--- src/hw/rtl/lgf_pkg.sv ---
// Shared types and constants of the lidar gap finder.
// Used by every module under hw/rtl; depends on nothing.
`default_nettype none
package lgf_pkg;

   localparam int IDX_W       = 12;
   localparam int LEN_W       = 13;
   localparam int RANGE_W     = 16;
   localparam int COUNT_W     = 12;
   localparam int CSR_INDEX_W = 3;
   localparam int CSR_DATA_W  = 16;
   localparam int RSP_DATA_W  = 24;

   localparam int MAX_SAMPLES_DEFAULT = 4096;
   localparam int QUEUE_DEPTH         = 2;

   localparam logic [IDX_W-1:0]   WINDOW_START_RESET = 12'd360;
   localparam logic [IDX_W-1:0]   WINDOW_END_RESET   = 12'd720;
   localparam logic [RANGE_W-1:0] THRESHOLD_RESET    = 16'd3000;
   localparam logic [LEN_W-1:0]   MIN_GAP_LEN_RESET  = 13'd40;
   localparam logic [IDX_W-1:0]   TARGET_INDEX_RESET = 12'd540;

   localparam logic [LEN_W-1:0]   RUN_LEN_MAX = {LEN_W{1'b1}};
   localparam logic [COUNT_W-1:0] COUNT_MAX   = {COUNT_W{1'b1}};

   typedef enum logic [CSR_INDEX_W-1:0] {
      CSR_WINDOW_START = 3'd0,
      CSR_WINDOW_END   = 3'd1,
      CSR_THRESHOLD    = 3'd2,
      CSR_MIN_GAP_LEN  = 3'd3,
      CSR_TARGET_INDEX = 3'd4
   } csr_index_type;

   typedef struct packed {
      logic [IDX_W-1:0]   window_start;
      logic [IDX_W-1:0]   window_end;
      logic [RANGE_W-1:0] range_threshold_mm;
      logic [LEN_W-1:0]   min_gap_len;
      logic [IDX_W-1:0]   target_index;
   } cfg_type;

   // one classified sample as it travels from front to back
   typedef struct packed {
      logic             is_free;
      logic             last;
      logic [IDX_W-1:0] index;
   } sample_type;

endpackage
`default_nettype wire

--- src/hw/rtl/lgf_front.sv ---
// Front end: accepts range samples, numbers them and classifies each as free or not.
// Depends on lgf_pkg.
`default_nettype none
module lgf_front
   import lgf_pkg::*;
#(
   parameter int MAX_SAMPLES = MAX_SAMPLES_DEFAULT
) (
   input  wire logic               clock,
   input  wire logic               reset,
   input  wire cfg_type            cfg,
   input  wire logic               req_tvalid,
   output logic                    req_tready,
   input  wire logic [RANGE_W-1:0] range_mm,
   input  wire logic               last_sample,
   input  wire logic               q_space,
   output logic                    q_push,
   output sample_type              q_item
);

   // index wraps at the smaller of the scan length and the 12-bit limit
   localparam int LAST_IDX = (MAX_SAMPLES > (1 << IDX_W)) ? ((1 << IDX_W) - 1)
                                                          : (MAX_SAMPLES - 1);

   logic [IDX_W-1:0] sample_index_ff, sample_index_in;
   logic             in_window;

   assign req_tready = q_space;
   assign q_push     = req_tvalid && q_space;

   always_comb begin
      in_window      = (sample_index_ff >= cfg.window_start) &&
                       (sample_index_ff <= cfg.window_end);
      q_item.is_free = in_window && (range_mm > cfg.range_threshold_mm);
      q_item.last    = last_sample;
      q_item.index   = sample_index_ff;
   end

   always_comb begin
      sample_index_in = sample_index_ff;
      if (q_push) begin
         if (last_sample || sample_index_ff == IDX_W'(LAST_IDX)) begin
            sample_index_in = '0;
         end else begin
            sample_index_in = sample_index_ff + IDX_W'(1);
         end
      end
   end

   always_ff @(posedge clock) begin
      if (reset) begin
         sample_index_ff <= '0;
      end else begin
         sample_index_ff <= sample_index_in;
      end
   end

endmodule
`default_nettype wire

--- src/hw/rtl/lgf_queue.sv ---
// Short queue of classified samples between front and back end.
// Depends on lgf_pkg.
`default_nettype none
module lgf_queue
   import lgf_pkg::*;
#(
   parameter int DEPTH = QUEUE_DEPTH
) (
   input  wire logic       clock,
   input  wire logic       reset,
   input  wire logic       push,
   input  wire sample_type push_item,
   output logic            space,
   output logic            valid,
   input  wire logic       pop_ready,
   output sample_type      item
);

   localparam int PTR_W = (DEPTH > 1) ? $clog2(DEPTH) : 1;
   localparam int CNT_W = $clog2(DEPTH + 1);

   sample_type       entry_ff [DEPTH];
   logic [PTR_W-1:0] wr_ptr_ff, wr_ptr_in;
   logic [PTR_W-1:0] rd_ptr_ff, rd_ptr_in;
   logic [CNT_W-1:0] count_ff, count_in;
   logic             pop;

   assign space = (count_ff != CNT_W'(DEPTH));
   assign valid = (count_ff != '0);
   assign item  = entry_ff[rd_ptr_ff];
   assign pop   = valid && pop_ready;

   always_comb begin
      wr_ptr_in = wr_ptr_ff;
      rd_ptr_in = rd_ptr_ff;
      count_in  = count_ff;
      if (push) begin
         wr_ptr_in = (wr_ptr_ff == PTR_W'(DEPTH - 1)) ? '0 : wr_ptr_ff + PTR_W'(1);
      end
      if (pop) begin
         rd_ptr_in = (rd_ptr_ff == PTR_W'(DEPTH - 1)) ? '0 : rd_ptr_ff + PTR_W'(1);
      end
      if (push && !pop) begin
         count_in = count_ff + CNT_W'(1);
      end else if (pop && !push) begin
         count_in = count_ff - CNT_W'(1);
      end
   end

   always_ff @(posedge clock) begin
      if (reset) begin
         wr_ptr_ff <= '0;
         rd_ptr_ff <= '0;
         count_ff  <= '0;
      end else begin
         wr_ptr_ff <= wr_ptr_in;
         rd_ptr_ff <= rd_ptr_in;
         count_ff  <= count_in;
      end
   end

   always_ff @(posedge clock) begin
      if (push) begin
         entry_ff[wr_ptr_ff] <= push_item;
      end
   end

endmodule
`default_nettype wire

--- src/hw/rtl/lgf_back.sv ---
// Back end: tracks free runs, judges closed runs as gaps, keeps the best midpoint
// and holds the per-scan result in an output register. Depends on lgf_pkg.
`default_nettype none
module lgf_back
   import lgf_pkg::*;
(
   input  wire logic        clock,
   input  wire logic        reset,
   input  wire cfg_type     cfg,
   input  wire logic        q_valid,
   input  wire sample_type  q_item,
   output logic             q_ready,
   output logic             rsp_tvalid,
   input  wire logic        rsp_tready,
   output logic             gap_found,
   output logic [IDX_W-1:0] best_mid_index,
   output logic [COUNT_W-1:0] gap_count
);

   logic [LEN_W-1:0]   run_len_ff, run_len_in;
   logic [IDX_W-1:0]   run_end_ff, run_end_in;
   logic [IDX_W-1:0]   best_mid_ff, best_mid_in;
   logic [LEN_W-1:0]   best_diff_ff, best_diff_in;
   logic [COUNT_W-1:0] gaps_ff, gaps_in;

   logic               rsp_valid_ff, rsp_valid_in;
   logic               rsp_found_ff;
   logic [IDX_W-1:0]   rsp_mid_ff;
   logic [COUNT_W-1:0] rsp_count_ff;

   logic               pop;
   logic [LEN_W-1:0]   ext_len, close_len, need, len_m1;
   logic [IDX_W-1:0]   close_end, half, mid, diff;
   logic               do_close, qualify, better;
   logic [IDX_W-1:0]   best_mid_next;
   logic [LEN_W-1:0]   best_diff_next;
   logic [COUNT_W-1:0] gaps_next;

   // a last item may only leave the queue when the result register is free or is being read
   assign q_ready = !q_item.last || !rsp_valid_ff || rsp_tready;
   assign pop     = q_valid && q_ready;

   // a free last sample extends the run first, then the run is closed
   always_comb begin
      ext_len   = (run_len_ff == RUN_LEN_MAX) ? run_len_ff : run_len_ff + LEN_W'(1);
      close_len = q_item.is_free ? ext_len : run_len_ff;
      close_end = q_item.is_free ? q_item.index : run_end_ff;
      do_close  = !q_item.is_free || q_item.last;
      need      = (cfg.min_gap_len == '0) ? LEN_W'(1) : cfg.min_gap_len;
      qualify   = do_close && (close_len != '0) && (close_len >= need);
      len_m1    = close_len - LEN_W'(1);
      half      = len_m1[LEN_W-1:1];
      mid       = close_end - half;
      diff      = (mid >= cfg.target_index) ? mid - cfg.target_index
                                            : cfg.target_index - mid;
      better    = LEN_W'(diff) < best_diff_ff;

      best_mid_next  = best_mid_ff;
      best_diff_next = best_diff_ff;
      gaps_next      = gaps_ff;
      if (qualify) begin
         if (better) begin
            best_mid_next  = mid;
            best_diff_next = LEN_W'(diff);
         end
         if (gaps_ff != COUNT_MAX) begin
            gaps_next = gaps_ff + COUNT_W'(1);
         end
      end
   end

   always_comb begin
      run_len_in   = run_len_ff;
      run_end_in   = run_end_ff;
      best_mid_in  = best_mid_ff;
      best_diff_in = best_diff_ff;
      gaps_in      = gaps_ff;
      if (pop) begin
         if (q_item.last) begin
            run_len_in   = '0;
            run_end_in   = '0;
            best_mid_in  = '0;
            best_diff_in = RUN_LEN_MAX;
            gaps_in      = '0;
         end else begin
            run_len_in   = q_item.is_free ? ext_len : '0;
            run_end_in   = close_end;
            best_mid_in  = best_mid_next;
            best_diff_in = best_diff_next;
            gaps_in      = gaps_next;
         end
      end
   end

   always_comb begin
      rsp_valid_in = rsp_valid_ff;
      if (pop && q_item.last) begin
         rsp_valid_in = 1'b1;
      end else if (rsp_tready) begin
         rsp_valid_in = 1'b0;
      end
   end

   always_ff @(posedge clock) begin
      if (reset) begin
         run_len_ff   <= '0;
         run_end_ff   <= '0;
         best_mid_ff  <= '0;
         best_diff_ff <= RUN_LEN_MAX;
         gaps_ff      <= '0;
         rsp_valid_ff <= 1'b0;
      end else begin
         run_len_ff   <= run_len_in;
         run_end_ff   <= run_end_in;
         best_mid_ff  <= best_mid_in;
         best_diff_ff <= best_diff_in;
         gaps_ff      <= gaps_in;
         rsp_valid_ff <= rsp_valid_in;
      end
   end

   always_ff @(posedge clock) begin
      if (pop && q_item.last) begin
         rsp_found_ff <= (gaps_next != '0);
         rsp_mid_ff   <= (gaps_next != '0) ? best_mid_next : '0;
         rsp_count_ff <= gaps_next;
      end
   end

   assign rsp_tvalid     = rsp_valid_ff;
   assign gap_found      = rsp_found_ff;
   assign best_mid_index = rsp_mid_ff;
   assign gap_count      = rsp_count_ff;

endmodule
`default_nettype wire

--- src/hw/rtl/lidar_gap_finder.sv ---
// lidar_gap_finder: finds the free gap in a lidar scan closest to a target direction.
// Input channel req_*: one range sample (mm) per item in scan order, req_tlast on the
// final sample of a scan. Sample indices are counted internally from 0.
// Result channel rsp_*: one item per scan, sent after the sample marked tlast:
// gap found flag, best gap midpoint index and saturating gap count.
// Config channel csr_*: five registers (window start/end, range threshold, minimum
// gap length, target index); write only while the block is idle. Always ready.
// Throughput: one sample per cycle unless stalled. The front end classifies a sample
// on accept, a two-entry queue carries it to the back end, which registers its
// run/best-gap update. Result: the last sample leaves the queue and sets the registered
// rsp_tvalid, unless an earlier result still waits in the output register.
// Stall: while a result waits, samples keep flowing until the next last sample
// reaches the head of the queue; then the queue fills and req_tready drops.
// Reset (synchronous, active high): registers take their defaults, scan state and
// sample index clear, the queue empties and no result is pending.
// Depends on lgf_pkg, lgf_front, lgf_queue and lgf_back.
`default_nettype none
module lidar_gap_finder
   import lgf_pkg::*;
#(
   parameter int MAX_SAMPLES = MAX_SAMPLES_DEFAULT
) (
   input  wire logic                   clock,
   input  wire logic                   reset,
   input  wire logic                   req_tvalid,
   output logic                        req_tready,
   input  wire logic [RANGE_W-1:0]     req_tdata,   // [15:0] range_mm
   input  wire logic                   req_tlast,   // last_sample
   output logic                        rsp_tvalid,
   input  wire logic                   rsp_tready,
   output logic [RSP_DATA_W-1:0]       rsp_tdata,   // [11:0] best_mid_index, [23:12] gap_count
   output logic                        rsp_tuser,   // gap_found
   input  wire logic                   csr_valid,
   output logic                        csr_ready,
   input  wire logic [CSR_INDEX_W-1:0] csr_index,
   input  wire logic [CSR_DATA_W-1:0]  csr_data
);

   cfg_type            cfg_ff, cfg_in;
   logic               q_space, q_push, q_valid, q_ready;
   sample_type         push_item, q_item;
   logic               gap_found;
   logic [IDX_W-1:0]   best_mid_index;
   logic [COUNT_W-1:0] gap_count;

   assign csr_ready = 1'b1;

   always_comb begin
      cfg_in = cfg_ff;
      if (csr_valid) begin
         unique case (csr_index_type'(csr_index))
            CSR_WINDOW_START: cfg_in.window_start       = csr_data[IDX_W-1:0];
            CSR_WINDOW_END:   cfg_in.window_end         = csr_data[IDX_W-1:0];
            CSR_THRESHOLD:    cfg_in.range_threshold_mm = csr_data[RANGE_W-1:0];
            CSR_MIN_GAP_LEN:  cfg_in.min_gap_len        = csr_data[LEN_W-1:0];
            CSR_TARGET_INDEX: cfg_in.target_index       = csr_data[IDX_W-1:0];
            default:          cfg_in = cfg_ff;
         endcase
      end
   end

   always_ff @(posedge clock) begin
      if (reset) begin
         cfg_ff.window_start       <= WINDOW_START_RESET;
         cfg_ff.window_end         <= WINDOW_END_RESET;
         cfg_ff.range_threshold_mm <= THRESHOLD_RESET;
         cfg_ff.min_gap_len        <= MIN_GAP_LEN_RESET;
         cfg_ff.target_index       <= TARGET_INDEX_RESET;
      end else begin
         cfg_ff <= cfg_in;
      end
   end

   lgf_front #(
      .MAX_SAMPLES (MAX_SAMPLES)
   ) u_front (
      .clock       (clock),
      .reset       (reset),
      .cfg         (cfg_ff),
      .req_tvalid  (req_tvalid),
      .req_tready  (req_tready),
      .range_mm    (req_tdata),
      .last_sample (req_tlast),
      .q_space     (q_space),
      .q_push      (q_push),
      .q_item      (push_item)
   );

   lgf_queue #(
      .DEPTH (QUEUE_DEPTH)
   ) u_queue (
      .clock     (clock),
      .reset     (reset),
      .push      (q_push),
      .push_item (push_item),
      .space     (q_space),
      .valid     (q_valid),
      .pop_ready (q_ready),
      .item      (q_item)
   );

   lgf_back u_back (
      .clock          (clock),
      .reset          (reset),
      .cfg            (cfg_ff),
      .q_valid        (q_valid),
      .q_item         (q_item),
      .q_ready        (q_ready),
      .rsp_tvalid     (rsp_tvalid),
      .rsp_tready     (rsp_tready),
      .gap_found      (gap_found),
      .best_mid_index (best_mid_index),
      .gap_count      (gap_count)
   );

   assign rsp_tdata = {gap_count, best_mid_index};
   assign rsp_tuser = gap_found;

`ifndef ASSERT_OFF
   // a new result only follows a last item leaving the queue
   assert property (@(posedge clock) disable iff (reset)
      $rose(rsp_tvalid) |-> $past(q_valid && q_ready && q_item.last))
      else $error("result raised without a last item");

   assert property (@(posedge clock) disable iff (reset)
      rsp_tvalid |-> (rsp_tuser == (rsp_tdata[RSP_DATA_W-1:IDX_W] != '0)))
      else $error("gap flag disagrees with gap count");

   assert property (@(posedge clock) disable iff (reset)
      (rsp_tvalid && !rsp_tuser) |-> (rsp_tdata[IDX_W-1:0] == '0))
      else $error("midpoint not zero when no gap found");
`endif

endmodule
`default_nettype wire
--- config.mk ---
export PLATFORM = sky130hd
export DESIGN_NAME = lidar_gap_finder
export DESIGN_NICKNAME = d
export VERILOG_FILES = /design/src/hw/rtl/lgf_pkg.sv /design/src/hw/rtl/lgf_front.sv /design/src/hw/rtl/lgf_queue.sv /design/src/hw/rtl/lgf_back.sv /design/src/hw/rtl/lidar_gap_finder.sv
export SDC_FILE = /design/constraint.sdc
export NUM_CORES = 1
export LEC_CHECK = 0
export BUFFER_PORTS_ARGS = -buffer_cell sky130_fd_sc_hd__buf_2
export CAP_MARGIN = 0
export CORE_MARGIN = 2
export CORE_UTILIZATION = 62
export CTS_CLUSTER_DIAMETER = 60
export DETAILED_ROUTE_END_ITERATION = 10
export PLACE_DENSITY = 0.82
export SYNTH_ARGS = -nofsm -noshare
export SYNTH_HDL_FRONTEND = slang
export SYNTH_HIERARCHICAL = 1
export SYNTH_SLANG_ARGS = --single-unit
--- constraint.sdc ---
create_clock -name clock -period 8.55 [get_ports clock]
set_input_delay 0.4275 -clock clock [delete_from_list [all_inputs] [get_ports clock]]
set_output_delay 0.4275 -clock clock [all_outputs]
set_load 0.03 [all_outputs]
==> key figures <==
Setup path
  • Crit Path Category: reg2reg
  • Worst R2R Path Depth: 35
  • CP Launch Type: flop
  • Critical path peak fanout: 19
  • WP data arrival: 8.21 ns
  • R2r endpoint: u_back/best_mid_ff[9]
  • Reg2reg start: u_back/run_len_ff[0]
  • Required time worst endpoint: 8.88 ns
  • Most used cell, CP: ha_1
  • CP Buf/Inv Count: 3
  • Critical path's slowest cell: dfxtp_2
  • Slowest cell delay on critical path: 0.46 ns
  • Delay-heaviest family, CP: compound AO/OA/AOI/OAI gates
  • CP Capture Type: flop
  • Worst R2R Setup Slack: 0.67 ns

Clock network
  • CTS Root Cell: clkbuf_16
  • Post-CTS setup buffers: 0
  • H-Tree Depth: 4
  • Cts hold-fix bufs: 0
  • Worst-path clk slew: 0.08 ns
  • CTS buffer count: 17
  • Clk_lat worst skew: 0.45 ns
  • CTS Buffer Depth: 2
  • # clock sinks: 198
  • CTS tree: built
  • Resized cells post-CTS: 0

Synth
  • Cell variety after synth: 86
  • Mapped Area: 12360 um2
  • Leading area contributor after synthesis: dfxtp_1
  • Synth Net Count: 1501
  • Share of the synthesized area in the top cell type: 0.2348
  • Synthesized area per cell: 9.131 um2
  • Number of synthesized register bits: 198
  • Synth Warn #: 6
  • Register area share after synthesis: 0.3635
  • Ranking of synthesized cells by area: dfxtp_1, edfxtp_1, ha_1
  • FFs w/ async S/R, synth: 0
  • EDFF count, synth: 53
  • Cells after Synth: 1354
  • Main flop type after synthesis: dfxtp_1

Floorplanning
  • Initial core utilization: 0.6332
  • Die Footprint: 21090 um2
  • Top Ports: 69
  • Die Ht: 145.2 um
  • Die Width: 145.2 um
  • Core outline area: 19530 um2
  • Row count: 51

STA
  • Least-Margin Pin Slew: 1.210 ns
  • RSZ-0062 raised after global routing: false
  • Pins over their slew limit: 0
  • Min Tclk post-route: 7.881 ns
  • Worst clock skew: 0.01221 ns
  • Final setup violating endpoints: 0
  • Max-slew headroom: 0.1915
  • TNS Setup: 0 ns
  • Final period util: 0.9217
  • Fmax: 126.9 MHz
  • Final Hold Fails: 0

Pwr
  • Clock share of power: 0.178
  • Reg power frac: 0.235
  • PwrDens: 344.2 nW/um2
  • Sw Pwr: 2.095 mW
  • Maximum VDD drop: 0.2474 mV
  • Internal power: 2.525 mW
  • Leak: 5.863 nW
  • Combinational power share: 0.587
  • Switching Fraction: 0.4535

Outcome
  • Status: finished, final reports clean

Placed design
  • Port bufs: 67
  • Routability cong.: 0.9353
  • Detailed placement HPWL: 21000 um
  • Dpl cell area: 12780 um2

GRT
  • Grt total ovfl: 0
  • Vias in the first global route: 9539
  • First-pass GRT wire length: 48070 um
  • Largest net degree at the start of global routing: 86
  • Gr usage total: 0.2779
  • Initial antenna violation count: 0

Min path
  • Worst hold endpoint: u_queue/entry_ff[1][12]
  • Worst hold path class: in2reg
  • Min-delay src: req_tlast
  • Hold Crit Depth: 1

Cells and area
  • Fraction of layout cells with a size suffix above 1: 0.1327
  • Final net count: 1528
  • Post-Layout Inst Area: 13420 um2
  • Syn-to-layout area delta: 8.562%
  • # diodes: 0

Drt
  • Total wire length: 29220 um
  • Vias per cell: 6.002
  • Via count: 9957
  • DR iter-0 viols: 809
  • DR pass1 iterations: 7
  • Wire length per cell: 17.61 um
  • Post-route DRC: 0
  • ANT nets after route: 0

Flow run
  • Number of max-cap violations: 0
==> per-layer routing <==
layer	wire length, um	part of all wire	track usage	vias to the layer above
li1	-	-	-	4819
met1	13090	0.45	0.3751	4733
met2	13770	0.47	0.4581	347
met3	1625	0.056	0.03522	58
met4	727	0.025	0.1034	0
met5	0	0	0	-
==> worst register-to-register path, delay by kind of cell, from the launching register on <==
family / cells / cell delay [ns]
flip-flops: 1 / 0.46
AO/OA/AOI/OAI: 15 / 2.94
multiplexers: 1 / 0.28
adder cells (fa/ha/maj): 5 / 1.45
buffers and inverters: 3 / 0.61
AND/OR/NAND/NOR: 8 / 1.11
XOR/XNOR: 3 / 0.91
==> cells in the final DEF, fill, tap and decap left out, types with 11 or more instances in the layout <==
cell	n
dfxtp_1	142
nor2_1	113
inv_1	108
ha_1	102
mux2i_1	84
a21oi_1	84
nand2_1	78
nand2b_1	74
buf_2	66
edfxtp_1	53
xnor2_1	38
nand3_1	33
o21ai_0	32
mux2_2	29
nand4_1	28
xor2_1	25
nor3_1	25
clkbuf_16	17
a21o_1	17
nor2b_1	15
o211ai_1	14
buf_4	12
and2_1	12
a22o_1	12
and3_1	11
nand3b_1	11
a311oi_1	11
==> stage by stage <==
stage | worst slack (ns) | hold slack [ns] | utilization | instances | total power, mW
CTS | 0.2371 | 0.2132 | 0.6861 | 1659 | 4.573
floorplan | 0.6926 | 0.4294 | - | 1354 | 3.079
global route | 0.04662 | 0.2123 | 0.6874 | 1659 | 4.921
global placement | 0.6678 | 0.4349 | 0.6547 | 1627 | 3.655
detailed placement | 0.4088 | 0.4454 | 0.6547 | 1627 | 3.710
finish | 0.6694 | 0.2217 | 0.6874 | 1659 | 4.620
==> kinds of logic (layout without fill, tap and decap cells) <==
group | count (synthesis) | after routing | synth area share
AOI/OAI and AO/OA | 233 | 233 | 0.1260
xor gates and xnor gates | 64 | 64 | 0.04655
adders and majority gates | 106 | 106 | 0.1091
buffers and inverters | 180 | 220 | 0.06153
DFF | 198 | 198 | 0.3635
muxes | 114 | 114 | 0.09523
other | 1 | 1 | 0.0003033
and+or+nand+nor | 458 | 458 | 0.1978
==> cells in the mapped netlist, types with 4 or more instances <==
cell and count:
nand3_1 33, nand4_1 28, nor2_1 115, and4_1 5, a21o_1 17, or2_2 5
nor4b_1 4, mux2i_1 85, o21ai_0 32, nor2_2 10, a31oi_1 8, edfxtp_1 53
nor4_1 4, nor3_1 25, nand2b_1 74, buf_4 6, o211ai_1 14, nor2b_1 15
and2_1 12, a22oi_1 5, buf_2 13, dfxtp_1 145, xor2_1 25, inv_1 108
a22o_1 12, nand3b_1 11, ha_1 103, a211oi_1 8, a311oi_1 11, nand2_1 78
and3_1 11, clkbuf_1 41, a21oi_1 84, mux2_2 29, o21a_1 7, buf_6 6
nor4_2 4, xnor2_1 38
==> sequential cells by signal (all words and copies together) (netlist names), named ones only <==
signal and flops:
cfg_ff 65, u_back/best_diff_ff 13, u_back/best_mid_ff 12, u_back/best_mid_index 12
u_back/gap_count 12, u_back/gap_found 1, u_back/gaps_ff 12, u_back/rsp_tvalid 1
u_back/run_end_ff 12, u_back/run_len_ff 13, u_front/sample_index_ff 12, u_queue/count_ff 2
u_queue/entry_ff 28, u_queue/rd_ptr_ff 1, u_queue/wr_ptr_ff 1
==> how the worst max path moves through the flow <==
stage	slack [ns]	depth (start not counted)	end	from
3_3_place_gp	0.67	34	u_back/best_mid_ff[3]	u_back/run_len_ff[0]
5_1_grt	0.05	35	u_back/best_mid_ff[9]	u_back/run_len_ff[0]
6_report	0.67	35	u_back/best_mid_ff[9]	u_back/run_len_ff[0]
2_1_floorplan	0.69	32	u_back/best_diff_ff[1]	flop
3_5_place_dp	0.41	34	u_back/best_mid_ff[0]	u_back/run_len_ff[0]
4_1_cts	0.24	34	u_back/best_mid_ff[9]	u_back/run_len_ff[0]
==> cell type report <==
cell class | count | area [um2]
Clock buffer | 17 | 425.4
Timing Repair Buffer | 78 | 420.4
Fill cell | 1533 | 6105
Sequential cell | 198 | 4498
Clock inverter | 15 | 186.4
Inverter | 110 | 412.9
Tap cell | 265 | 331.6
Multi-Input combinational cell | 976 | 7147
==> power groups by stage <==
stage	sequential, mW	combinational, mW	clock (mW)
after floorplan	1.16	1.92	0
after global placement	1.10	2.55	0
after detailed placement	1.11	2.60	0
after CTS	1.09	2.65	0.834
after global routing	1.09	2.95	0.874
final	1.09	2.71	0.823
Note: power is estimated with default switching activity, not from simulation.
